### src/rtl/segmented_delta_elias_encoder_top_macros.svh
// Assertion macros for the segmented delta Elias encoder.
`ifndef SEGMENTED_DELTA_ELIAS_ENCODER_TOP_MACROS_SVH
`define SEGMENTED_DELTA_ELIAS_ENCODER_TOP_MACROS_SVH

// Same-cycle implication, checked outside reset.
`define SDE_ASSERT_NOW(label, clk, rst_n, ante, cons, msg) \
	label: assert property (@(posedge clk) disable iff (!rst_n) (ante) |-> (cons)) \
		else $error(msg);

// Next-cycle implication, checked outside reset.
`define SDE_ASSERT_NEXT(label, clk, rst_n, ante, cons, msg) \
	label: assert property (@(posedge clk) disable iff (!rst_n) (ante) |=> (cons)) \
		else $error(msg);

`endif

### src/rtl/sde_pkg.sv
// Shared types, constants and the Elias delta code function of the encoder.
`timescale 1ns / 1ps

package sde_pkg;

	localparam int WORD_W   = 64;
	localparam int UPPER_W  = 32;
	localparam int SEG_W    = 12;
	localparam int VAL_W    = SEG_W + 1;
	localparam int CODE_W   = 20;
	localparam int LEN_W    = 5;
	localparam int IDX_W    = 2;
	localparam int NUM_SEG  = 3;
	localparam int QDEPTH   = 2;
	localparam int QPTR_W   = (QDEPTH > 1) ? $clog2(QDEPTH) : 1;
	localparam int QCNT_W   = $clog2(QDEPTH + 1);

	// Configuration register indexes
	localparam logic REG_SEGMENT_MODE = 1'b0;
	localparam logic REG_USE_XOR      = 1'b1;

	// Segment modes; the unused code behaves as one segment
	localparam logic [1:0] SEG_MODE_ONE     = 2'd0;
	localparam logic [1:0] SEG_MODE_12_12_8 = 2'd1;
	localparam logic [1:0] SEG_MODE_12_8_8  = 2'd2;

	localparam logic [IDX_W-1:0] LAST_SEG_IDX = IDX_W'(NUM_SEG - 1);

	typedef struct packed {
		logic [1:0] segment_mode;
		logic       use_xor;
	} cfg_t;

	typedef struct packed {
		logic [NUM_SEG-1:0][SEG_W-1:0] cur;
		logic [NUM_SEG-1:0][SEG_W-1:0] prv;
		logic                          use_xor;
		logic                          three;
	} seg_job_t;

	typedef struct packed {
		logic full;
		logic empty;
	} q_stat_t;

	typedef struct packed {
		logic [CODE_W-1:0] bits;
		logic [LEN_W-1:0]  length;
	} code_t;

	// Elias delta code of v (1..4096), with an optional leading sign bit
	function automatic code_t delta_code(logic [VAL_W-1:0] v, logic neg);
		logic [3:0]        n;
		logic [2:0]        l;
		logic [CODE_W-1:0] mask;
		code_t             res;
		n = '0;
		for (int i = 0; i < VAL_W; i++) begin
			if (v[i]) begin
				n = 4'(i + 1);
			end
		end
		l = n[3] ? 3'd4 : (n[2] ? 3'd3 : (n[1] ? 3'd2 : 3'd1));
		mask = (CODE_W'(1) << (n - 4'd1)) - CODE_W'(1);
		res.bits = (CODE_W'(n) << (n - 4'd1)) | (CODE_W'(v) & mask);
		res.length = LEN_W'({l, 1'b0}) + LEN_W'(n) - LEN_W'(2);
		if (neg) begin
			res.bits = res.bits | (CODE_W'(1) << res.length);
			res.length = res.length + LEN_W'(1);
		end
		return res;
	endfunction

endpackage

### src/rtl/sde_channels.sv
// Valid/ready channel interfaces for input words and segment codes.
`timescale 1ns / 1ps

interface sde_word_if;
	logic                       valid;
	logic                       ready;
	logic [sde_pkg::WORD_W-1:0] word;

	modport source (output valid, output word, input ready);
	modport sink (input valid, input word, output ready);
endinterface

interface sde_code_if;
	logic                       valid;
	logic                       ready;
	logic [sde_pkg::CODE_W-1:0] code_bits;
	logic [sde_pkg::LEN_W-1:0]  code_length;
	logic [sde_pkg::IDX_W-1:0]  segment_index;
	logic                       last_segment;

	modport source (output valid, output code_bits, output code_length,
		output segment_index, output last_segment, input ready);
	modport sink (input valid, input code_bits, input code_length,
		input segment_index, input last_segment, output ready);
endinterface

### src/rtl/sde_front.sv
// Front end: accepts words, splits them into segments against the previous word.
`timescale 1ns / 1ps

module sde_front (
	input  logic              clk,
	input  logic              arst_n,
	input  sde_pkg::cfg_t     cfg,
	sde_word_if.sink          word_ch,
	input  sde_pkg::q_stat_t  q_stat,
	output logic              push,
	output sde_pkg::seg_job_t push_job
);

	logic [sde_pkg::UPPER_W-1:0] prev_upper_q;
	logic                        first_q;
	logic [sde_pkg::UPPER_W-1:0] cur_u;
	logic [sde_pkg::UPPER_W-1:0] prv_u;
	logic                        accept;

	assign word_ch.ready = !q_stat.full;
	assign accept = word_ch.valid && word_ch.ready;
	assign push = accept;

	assign cur_u = word_ch.word[sde_pkg::WORD_W-1 -: sde_pkg::UPPER_W];
	// The first word is compared against zero
	assign prv_u = first_q ? '0 : prev_upper_q;

	always_comb begin
		push_job.three = (cfg.segment_mode == sde_pkg::SEG_MODE_12_12_8) ||
			(cfg.segment_mode == sde_pkg::SEG_MODE_12_8_8);
		push_job.use_xor = !first_q && cfg.use_xor;
		push_job.cur[0] = cur_u[31:20];
		push_job.prv[0] = prv_u[31:20];
		if (cfg.segment_mode == sde_pkg::SEG_MODE_12_12_8) begin
			push_job.cur[1] = cur_u[19:8];
			push_job.prv[1] = prv_u[19:8];
			push_job.cur[2] = {4'b0, cur_u[7:0]};
			push_job.prv[2] = {4'b0, prv_u[7:0]};
		end else begin
			push_job.cur[1] = {4'b0, cur_u[19:12]};
			push_job.prv[1] = {4'b0, prv_u[19:12]};
			push_job.cur[2] = {4'b0, cur_u[11:4]};
			push_job.prv[2] = {4'b0, prv_u[11:4]};
		end
	end

	always_ff @(posedge clk or negedge arst_n) begin
		if (!arst_n) begin
			prev_upper_q <= '0;
			first_q <= 1'b1;
		end else if (accept) begin
			prev_upper_q <= cur_u;
			first_q <= 1'b0;
		end
	end

endmodule

### src/rtl/sde_queue.sv
// Short job queue between the front and the back end.
`timescale 1ns / 1ps

module sde_queue (
	input  logic              clk,
	input  logic              arst_n,
	input  logic              push,
	input  sde_pkg::seg_job_t push_job,
	input  logic              pop,
	output sde_pkg::seg_job_t pop_job,
	output sde_pkg::q_stat_t  q_stat
);

	sde_pkg::seg_job_t                job_q [sde_pkg::QDEPTH];
	logic [sde_pkg::QPTR_W-1:0]       wr_ptr_q;
	logic [sde_pkg::QPTR_W-1:0]       rd_ptr_q;
	logic [sde_pkg::QCNT_W-1:0]       cnt_q;
	logic                             do_push;
	logic                             do_pop;

	function automatic logic [sde_pkg::QPTR_W-1:0] next_ptr(logic [sde_pkg::QPTR_W-1:0] p);
		return (p == sde_pkg::QPTR_W'(sde_pkg::QDEPTH - 1)) ? '0 : p + sde_pkg::QPTR_W'(1);
	endfunction

	assign q_stat.full  = (cnt_q == sde_pkg::QCNT_W'(sde_pkg::QDEPTH));
	assign q_stat.empty = (cnt_q == '0);
	assign do_push = push && !q_stat.full;
	assign do_pop  = pop && !q_stat.empty;
	assign pop_job = job_q[rd_ptr_q];

	always_ff @(posedge clk) begin
		if (do_push) begin
			job_q[wr_ptr_q] <= push_job;
		end
	end

	always_ff @(posedge clk or negedge arst_n) begin
		if (!arst_n) begin
			wr_ptr_q <= '0;
			rd_ptr_q <= '0;
			cnt_q <= '0;
		end else begin
			if (do_push) begin
				wr_ptr_q <= next_ptr(wr_ptr_q);
			end
			if (do_pop) begin
				rd_ptr_q <= next_ptr(rd_ptr_q);
			end
			if (do_push && !do_pop) begin
				cnt_q <= cnt_q + sde_pkg::QCNT_W'(1);
			end else if (do_pop && !do_push) begin
				cnt_q <= cnt_q - sde_pkg::QCNT_W'(1);
			end
		end
	end

endmodule

### src/rtl/sde_back.sv
// Back end: codes one segment a cycle, while a job is queued and the output can take it, into the output register.
`timescale 1ns / 1ps

module sde_back (
	input  logic              clk,
	input  logic              arst_n,
	input  sde_pkg::seg_job_t job,
	input  sde_pkg::q_stat_t  q_stat,
	output logic              pop,
	sde_code_if.source        code_ch
);

	logic [sde_pkg::IDX_W-1:0] seg_q;
	logic                      valid_q;
	logic [sde_pkg::CODE_W-1:0] bits_q;
	logic [sde_pkg::LEN_W-1:0]  len_q;
	logic [sde_pkg::IDX_W-1:0]  idx_q;
	logic                       last_q;
	logic [sde_pkg::SEG_W-1:0]  q;
	logic [sde_pkg::SEG_W-1:0]  p;
	logic [sde_pkg::VAL_W-1:0]  v;
	logic                       neg;
	logic                       last;
	logic                       load;
	sde_pkg::code_t             code;

	always_comb begin
		case (seg_q)
			2'd1: begin
				q = job.cur[1];
				p = job.prv[1];
			end
			2'd2: begin
				q = job.cur[2];
				p = job.prv[2];
			end
			default: begin
				q = job.cur[0];
				p = job.prv[0];
			end
		endcase
	end

	always_comb begin
		if (job.use_xor) begin
			v = sde_pkg::VAL_W'(q ^ p) + sde_pkg::VAL_W'(1);
			neg = 1'b0;
		end else if (q > p) begin
			v = sde_pkg::VAL_W'(q - p) + sde_pkg::VAL_W'(1);
			neg = 1'b0;
		end else begin
			// zero or negative gap: code the magnitude behind a leading one
			v = sde_pkg::VAL_W'(p - q) + sde_pkg::VAL_W'(1);
			neg = 1'b1;
		end
	end

	assign code = sde_pkg::delta_code(v, neg);
	assign last = !job.three || (seg_q == sde_pkg::LAST_SEG_IDX);
	assign load = !q_stat.empty && (!valid_q || code_ch.ready);
	assign pop  = load && last;

	always_ff @(posedge clk) begin
		if (load) begin
			bits_q <= code.bits;
			len_q <= code.length;
			idx_q <= seg_q;
			last_q <= last;
		end
	end

	always_ff @(posedge clk or negedge arst_n) begin
		if (!arst_n) begin
			valid_q <= 1'b0;
			seg_q <= '0;
		end else begin
			if (load) begin
				valid_q <= 1'b1;
			end else if (code_ch.ready) begin
				valid_q <= 1'b0;
			end
			if (load) begin
				seg_q <= last ? '0 : seg_q + sde_pkg::IDX_W'(1);
			end
		end
	end

	assign code_ch.valid = valid_q;
	assign code_ch.code_bits = bits_q;
	assign code_ch.code_length = len_q;
	assign code_ch.segment_index = idx_q;
	assign code_ch.last_segment = last_q;

endmodule

### src/rtl/segmented_delta_elias_encoder_top.sv
// Top level of the segmented delta Elias encoder.
//
//  channel   dir  payload                                              handshake
//  word_ch   in   word[63:0]                                           valid/ready
//  code_ch   out  code_bits[19:0] code_length[4:0] segment_index[1:0]  valid/ready
//                 last_segment
//  cfg       in   cfg_index[0] cfg_data[1:0]                           cfg_we, no wait
//
// One segment code leaves per cycle while a job is queued and code_ch is ready: a word
// gives one code in segment mode 0 and the unused mode, three in the three-segment modes,
// all from the single coding unit in the back end. A word is taken every cycle while the
// two-entry job queue has room; a code passes the job queue and then the output register.
// No clearing pass after reset. A stalled output holds its code while the front keeps filling the queue.
`timescale 1ns / 1ps
`include "segmented_delta_elias_encoder_top_macros.svh"

module segmented_delta_elias_encoder_top (
	input  logic       clk,
	input  logic       arst_n,
	sde_word_if.sink   word_ch,
	sde_code_if.source code_ch,
	input  logic       cfg_we,
	input  logic       cfg_index,
	input  logic [1:0] cfg_data
);

	sde_pkg::cfg_t     cfg_q;
	sde_pkg::q_stat_t  q_stat;
	sde_pkg::seg_job_t push_job;
	sde_pkg::seg_job_t pop_job;
	logic              push;
	logic              pop;

	always_ff @(posedge clk or negedge arst_n) begin
		if (!arst_n) begin
			cfg_q.segment_mode <= sde_pkg::SEG_MODE_ONE;
			cfg_q.use_xor <= 1'b0;
		end else if (cfg_we) begin
			unique case (cfg_index)
				sde_pkg::REG_SEGMENT_MODE: cfg_q.segment_mode <= cfg_data;
				sde_pkg::REG_USE_XOR:      cfg_q.use_xor <= cfg_data[0];
			endcase
		end
	end

	sde_front u_front (
		.clk      (clk),
		.arst_n   (arst_n),
		.cfg      (cfg_q),
		.word_ch  (word_ch),
		.q_stat   (q_stat),
		.push     (push),
		.push_job (push_job)
	);

	sde_queue u_queue (
		.clk      (clk),
		.arst_n   (arst_n),
		.push     (push),
		.push_job (push_job),
		.pop      (pop),
		.pop_job  (pop_job),
		.q_stat   (q_stat)
	);

	sde_back u_back (
		.clk     (clk),
		.arst_n  (arst_n),
		.job     (pop_job),
		.q_stat  (q_stat),
		.pop     (pop),
		.code_ch (code_ch)
	);

	`SDE_ASSERT_NOW(a_final_seg_last, clk, arst_n, code_ch.valid && (code_ch.segment_index == sde_pkg::LAST_SEG_IDX), code_ch.last_segment, "third segment not marked last")
	`SDE_ASSERT_NOW(a_bits_fit, clk, arst_n, code_ch.valid, (code_ch.code_length != 5'd0) && ((code_ch.code_bits >> code_ch.code_length) == 20'd0), "code bits exceed code length")
	`SDE_ASSERT_NEXT(a_next_seg, clk, arst_n, code_ch.valid && code_ch.ready && !code_ch.last_segment, code_ch.valid && (code_ch.segment_index != 2'd0), "next segment of a word not presented")

endmodule
### src/flat_wrapper.sv
// flat-port wrapper written by rule: the top's interface ports become plain ports
module segmented_delta_elias_encoder_top_flat 
  (clk, arst_n, cfg_we, cfg_index, cfg_data, word_ch_valid, word_ch_word, word_ch_ready, code_ch_valid, code_ch_code_bits, code_ch_code_length, code_ch_segment_index, code_ch_last_segment, code_ch_ready);
  sde_word_if word_ch_i ();
  sde_code_if code_ch_i ();
  input  logic clk;
  input  logic arst_n;
  input  logic cfg_we;
  input  logic cfg_index;
  input  logic [1:0] cfg_data;
  input wire logic [$bits(word_ch_i.valid)-1:0] word_ch_valid;
  input wire logic [$bits(word_ch_i.word)-1:0] word_ch_word;
  output wire logic [$bits(word_ch_i.ready)-1:0] word_ch_ready;
  output wire logic [$bits(code_ch_i.valid)-1:0] code_ch_valid;
  output wire logic [$bits(code_ch_i.code_bits)-1:0] code_ch_code_bits;
  output wire logic [$bits(code_ch_i.code_length)-1:0] code_ch_code_length;
  output wire logic [$bits(code_ch_i.segment_index)-1:0] code_ch_segment_index;
  output wire logic [$bits(code_ch_i.last_segment)-1:0] code_ch_last_segment;
  input wire logic [$bits(code_ch_i.ready)-1:0] code_ch_ready;
  assign word_ch_i.valid = word_ch_valid;
  assign word_ch_i.word = word_ch_word;
  assign word_ch_ready = word_ch_i.ready;
  assign code_ch_valid = code_ch_i.valid;
  assign code_ch_code_bits = code_ch_i.code_bits;
  assign code_ch_code_length = code_ch_i.code_length;
  assign code_ch_segment_index = code_ch_i.segment_index;
  assign code_ch_last_segment = code_ch_i.last_segment;
  assign code_ch_i.ready = code_ch_ready;
  segmented_delta_elias_encoder_top u_core (.clk(clk), .arst_n(arst_n), .word_ch(word_ch_i), .code_ch(code_ch_i), .cfg_we(cfg_we), .cfg_index(cfg_index), .cfg_data(cfg_data));
endmodule
### config.mk
export PLATFORM = sky130hd
export DESIGN_NAME = segmented_delta_elias_encoder_top_flat
export DESIGN_NICKNAME = d
export VERILOG_FILES = /design/src/rtl/sde_pkg.sv /design/src/rtl/sde_channels.sv /design/src/rtl/sde_front.sv /design/src/rtl/sde_queue.sv /design/src/rtl/sde_back.sv /design/src/rtl/segmented_delta_elias_encoder_top.sv /design/src/flat_wrapper.sv
export VERILOG_INCLUDE_DIRS = /design/src /design/src/rtl
export SDC_FILE = /design/constraint.sdc
export NUM_CORES = 1
export LEC_CHECK = 0
export BUFFER_PORTS_ARGS = -buffer_cell sky130_fd_sc_hd__buf_2
export CAP_MARGIN = 20
export CORE_UTILIZATION = 30
export DETAILED_ROUTE_END_ITERATION = 8
export GPL_ROUTABILITY_DRIVEN = 0
export HOLD_SLACK_MARGIN = 0.08
export PLACE_DENSITY = 0.46
export SYNTH_ARGS = -nofsm -noshare
export SYNTH_HDL_FRONTEND = slang
export SYNTH_SLANG_ARGS = --single-unit
### constraint.sdc
create_clock -name clk -period 10.45 [get_ports clk]
set_input_delay 2.09 -clock clk [delete_from_list [all_inputs] [get_ports clk]]
set_output_delay 2.09 -clock clk [all_outputs]
set_load 0.005 [all_outputs]
==> impl_metrics.csv <==
group,metric,value,unit
die,pin_count,102,
logic_synthesis,synth_compound_area_frac,0.130,
setup_path,crit_required,10710,ps
cts,clockRootBuffer,"clkbuf_16",
cells_and_area,num_antenna_cells,0,
die,dieWidth,201,um
cts,clk_pin_slew,60,ps
cts,h-tree-depth,1,
detailed_routing,postRouteAntennaNets,0,
placement,dp_cells,1555,
logic_synthesis,synth_top_area_share,0.404,
logic_synthesis,yosysSeqAreaShare,0.495,
logic_synthesis,syn_area,11900,um^2
detailed_routing,wirelength,29900,um
sta,post-route-period-util,0.835,
run_status,status,"completed",
cts,numCtsBuffers,23,
logic_synthesis,synth_fp_nets,1145,
cells_and_area,area_delta_synth_final,14.1,%
setup_path,critPathMaxStageDelay,770,ps
detailed_routing,vias,8149,
global_route,grt_max_degree,67,
sta,hold_viol,0,
sta,setup_viol,0,
detailed_routing,wl_per_cell,18.7,um
cts,cts_buffer_depth,3,
logic_synthesis,synth_cell_types,93,
sta,rsz0062_at_grt,"no",
setup_path,crit_fanout,19,
cts,cts_resized,0,
logic_synthesis,synth-async-reset-ratio,0.212,
die,placementRows,72,
placement,hpwlAfterDp,20600,um
logic_synthesis,synthTopCellsByArea,"edfxtp_1, dfrtp_1, mux2_2",
die,start_util,0.306,
setup_path,worstSetupPathType,"flip-flop to flip-flop",
logic_synthesis,ys.flop_type,"edfxtp_1",
sta,fin_crit,8730,ps
die,dieArea,40400,um^2
placement,io_buffers,69,
cts,cts_tree,"done",
logic_synthesis,yosys_register_bits,203,
worst_hold_path,hold_path_class,"flip-flop to flip-flop",
setup_path,cpMostUsedCell,"ha_1",
logic_synthesis,synth_area_leader_cell,"edfxtp_1",
cells_and_area,final_cell_mix,"edfxtp_1, mux2_2, buf_2",
setup_path,start_kind,"flip-flop",
global_route,grt_pass1_wl,47300,um
die,die_y,201,um
global_route,first_global_vias,8142,
setup_path,worstPathArrival,8990,ps
cells_and_area,drive_gt1_frac,0.223,
cells_and_area,layout.cells.non_filler,1596,
global_route,antenna_found_initial,0,
cells_and_area,finalNetCount,1210,
logic_synthesis,synth_xor_area_frac,0.0234,
logic_synthesis,synth_top_family_by_area,"compound AO/OA/AOI/OAI gates",
cells_and_area,final_common_cell,"edfxtp_1",
sta,relSlewSlack,0.283,
sta,clock_skew,15.2,ps
detailed_routing,drtPass1Iterations,6,
sta,setup_tns,0,ps
cells_and_area,nFillCells,3893,
cts,cts_setup_buffers,0,
logic_synthesis,synthSimpleGateAreaFrac,0.112,
logic_synthesis,synth-edff-count,160,
logic_synthesis,muxShareOfSynthArea,0.124,
global_route,overflow,0,
detailed_routing,initialDrtViolationCount,499,
logic_synthesis,synthCells,997,
sta,maxClockFrequency,115,MHz
setup_path,critPathCaptureType,"flip-flop",
setup_path,crit_slowest_cell,"ha_1",
cts,clk_latency,510,ps
die,coreArea,38800,um^2
logic_synthesis,synth_area_per_cell,11.9,um^2
global_route,grt_usage,0.149,
logic_synthesis,synth_fa_ha_area_frac,0.0844,
flow_run,cap_violations,0,
detailed_routing,drc,0,
cts,cts_hold_buffers,0,
logic_synthesis,yosysWarningCount,0,
sta,slew_violations,0,
cts,cts_sinks,203,
sta,worst_slew_pin_slew,1080,ps
detailed_routing,viasPerCell,5.11,
## flip-flops by register name (all words and copies together), names as in the netlist
signal and cells:
u_core.u_queue.job_q 132, u_core.u_front.prev_upper_q 32, u_core.u_back.code_ch.code_bits 20, u_core.u_back.code_ch.code_length 5
u_core.cfg_q 3, u_core.u_back.code_ch.segment_index 2, u_core.u_back.seg_q 2, u_core.u_queue.cnt_q 2
u_core.u_back.code_ch.last_segment 1, u_core.u_back.code_ch.valid 1, u_core.u_front.first_q 1, u_core.u_queue.rd_ptr_q 1
u_core.u_queue.wr_ptr_q 1
## kinds of logic (layout without fill, tap and decap cells)
kind of cell | Yosys count | after routing
flops | 203 | 203
fa+ha+maj | 76 | 76
buf+inv | 96 | 177
mux | 135 | 135
compound gates | 210 | 210
simple gates | 247 | 247
xor+xnor | 30 | 30
## cell type report
type | count | area, um^2 | area share
multi-input cells | 698 | 5640 | 0.416
flip-flops and latches | 203 | 5890 | 0.434
repair buffers | 80 | 428 | 0.0316
clock buffers | 40 | 719 | 0.0531
clock inverters | 1 | 30.0 | 0.00221
well taps | 518 | 648 | 0.0478
inverters | 56 | 210 | 0.0155
## cell usage after synthesis, types with 5 or more instances
library cell  number
nand4_1            7
dfrtp_1           42
a211o_1            5
o211ai_1           9
a221oi_1          17
a21o_1            13
nand3_1           24
clkbuf_1          26
xnor2_1           15
inv_1             56
or4_1              5
edfxtp_1         160
fa_1               7
ha_1              69
nor3_1             9
a31oi_1            9
buf_2              6
and2_1            13
nand2b_1           6
buf_1              6
and3_1             6
mux2i_1           42
o31ai_1            6
nor2b_1           22
or3_1              9
a211oi_1           6
nor2_1            56
a221o_1            8
o21ai_0           35
xor2_1            13
o21a_1            12
nand2_1           56
a21oi_1           35
mux2_2            93
o22ai_1            5
## worst max-delay path, delay by kind of cell (launching register included)
family	cells	cell delay, ps
buf+inv	5	890
flops	1	390
fa+ha+maj	6	2440
simple gates	5	1040
xor+xnor	1	590
compound gates	12	3110
## metrics by stage
step,worst slack (ps),hold WS (ps),area [um^2],utilization
4_1_cts,1640,499,13600,0.349
2_1_floorplan,2950,461,11900,-
5_1_grt,962,506,13600,0.349
3_3_place_gp,1760,479,12800,0.330
6_report,1720,497,13600,0.349
3_5_place_dp,1720,485,12800,0.330
## final timing paths
check                                                endpoint  cells past startpoint                             from  slack [ps]
max                        u_core.u_back.code_ch.code_bits[6]                     29           u_core.u_back.seg_q[0]        1720
min                           u_core.u_front.prev_upper_q[31]                      1  u_core.u_front.prev_upper_q[31]         500
max reg2reg                u_core.u_back.code_ch.code_bits[6]                     29           u_core.u_back.seg_q[0]        1720
min reg2reg                   u_core.u_front.prev_upper_q[31]                      1  u_core.u_front.prev_upper_q[31]         500
max in group asynchronous             u_core.u_queue.rd_ptr_q                      2                           arst_n        8250
min in group asynchronous      u_core.u_front.prev_upper_q[0]                      2                           arst_n        1700
## per-layer routing
layer  share of wire  track usage  vias to the layer above  wire length (um)
met4           0.016       0.0363                        0               478
li1                -            -                     3909                 -
met2            0.48        0.249                      147             14400
met5               0            0                        -                 0
met3           0.035       0.0188                       32              1040
met1            0.47        0.204                     4061             14000
Power is not shown: default switching activity piles up to over one toggle a cycle in this logic, so the estimate is an artifact.
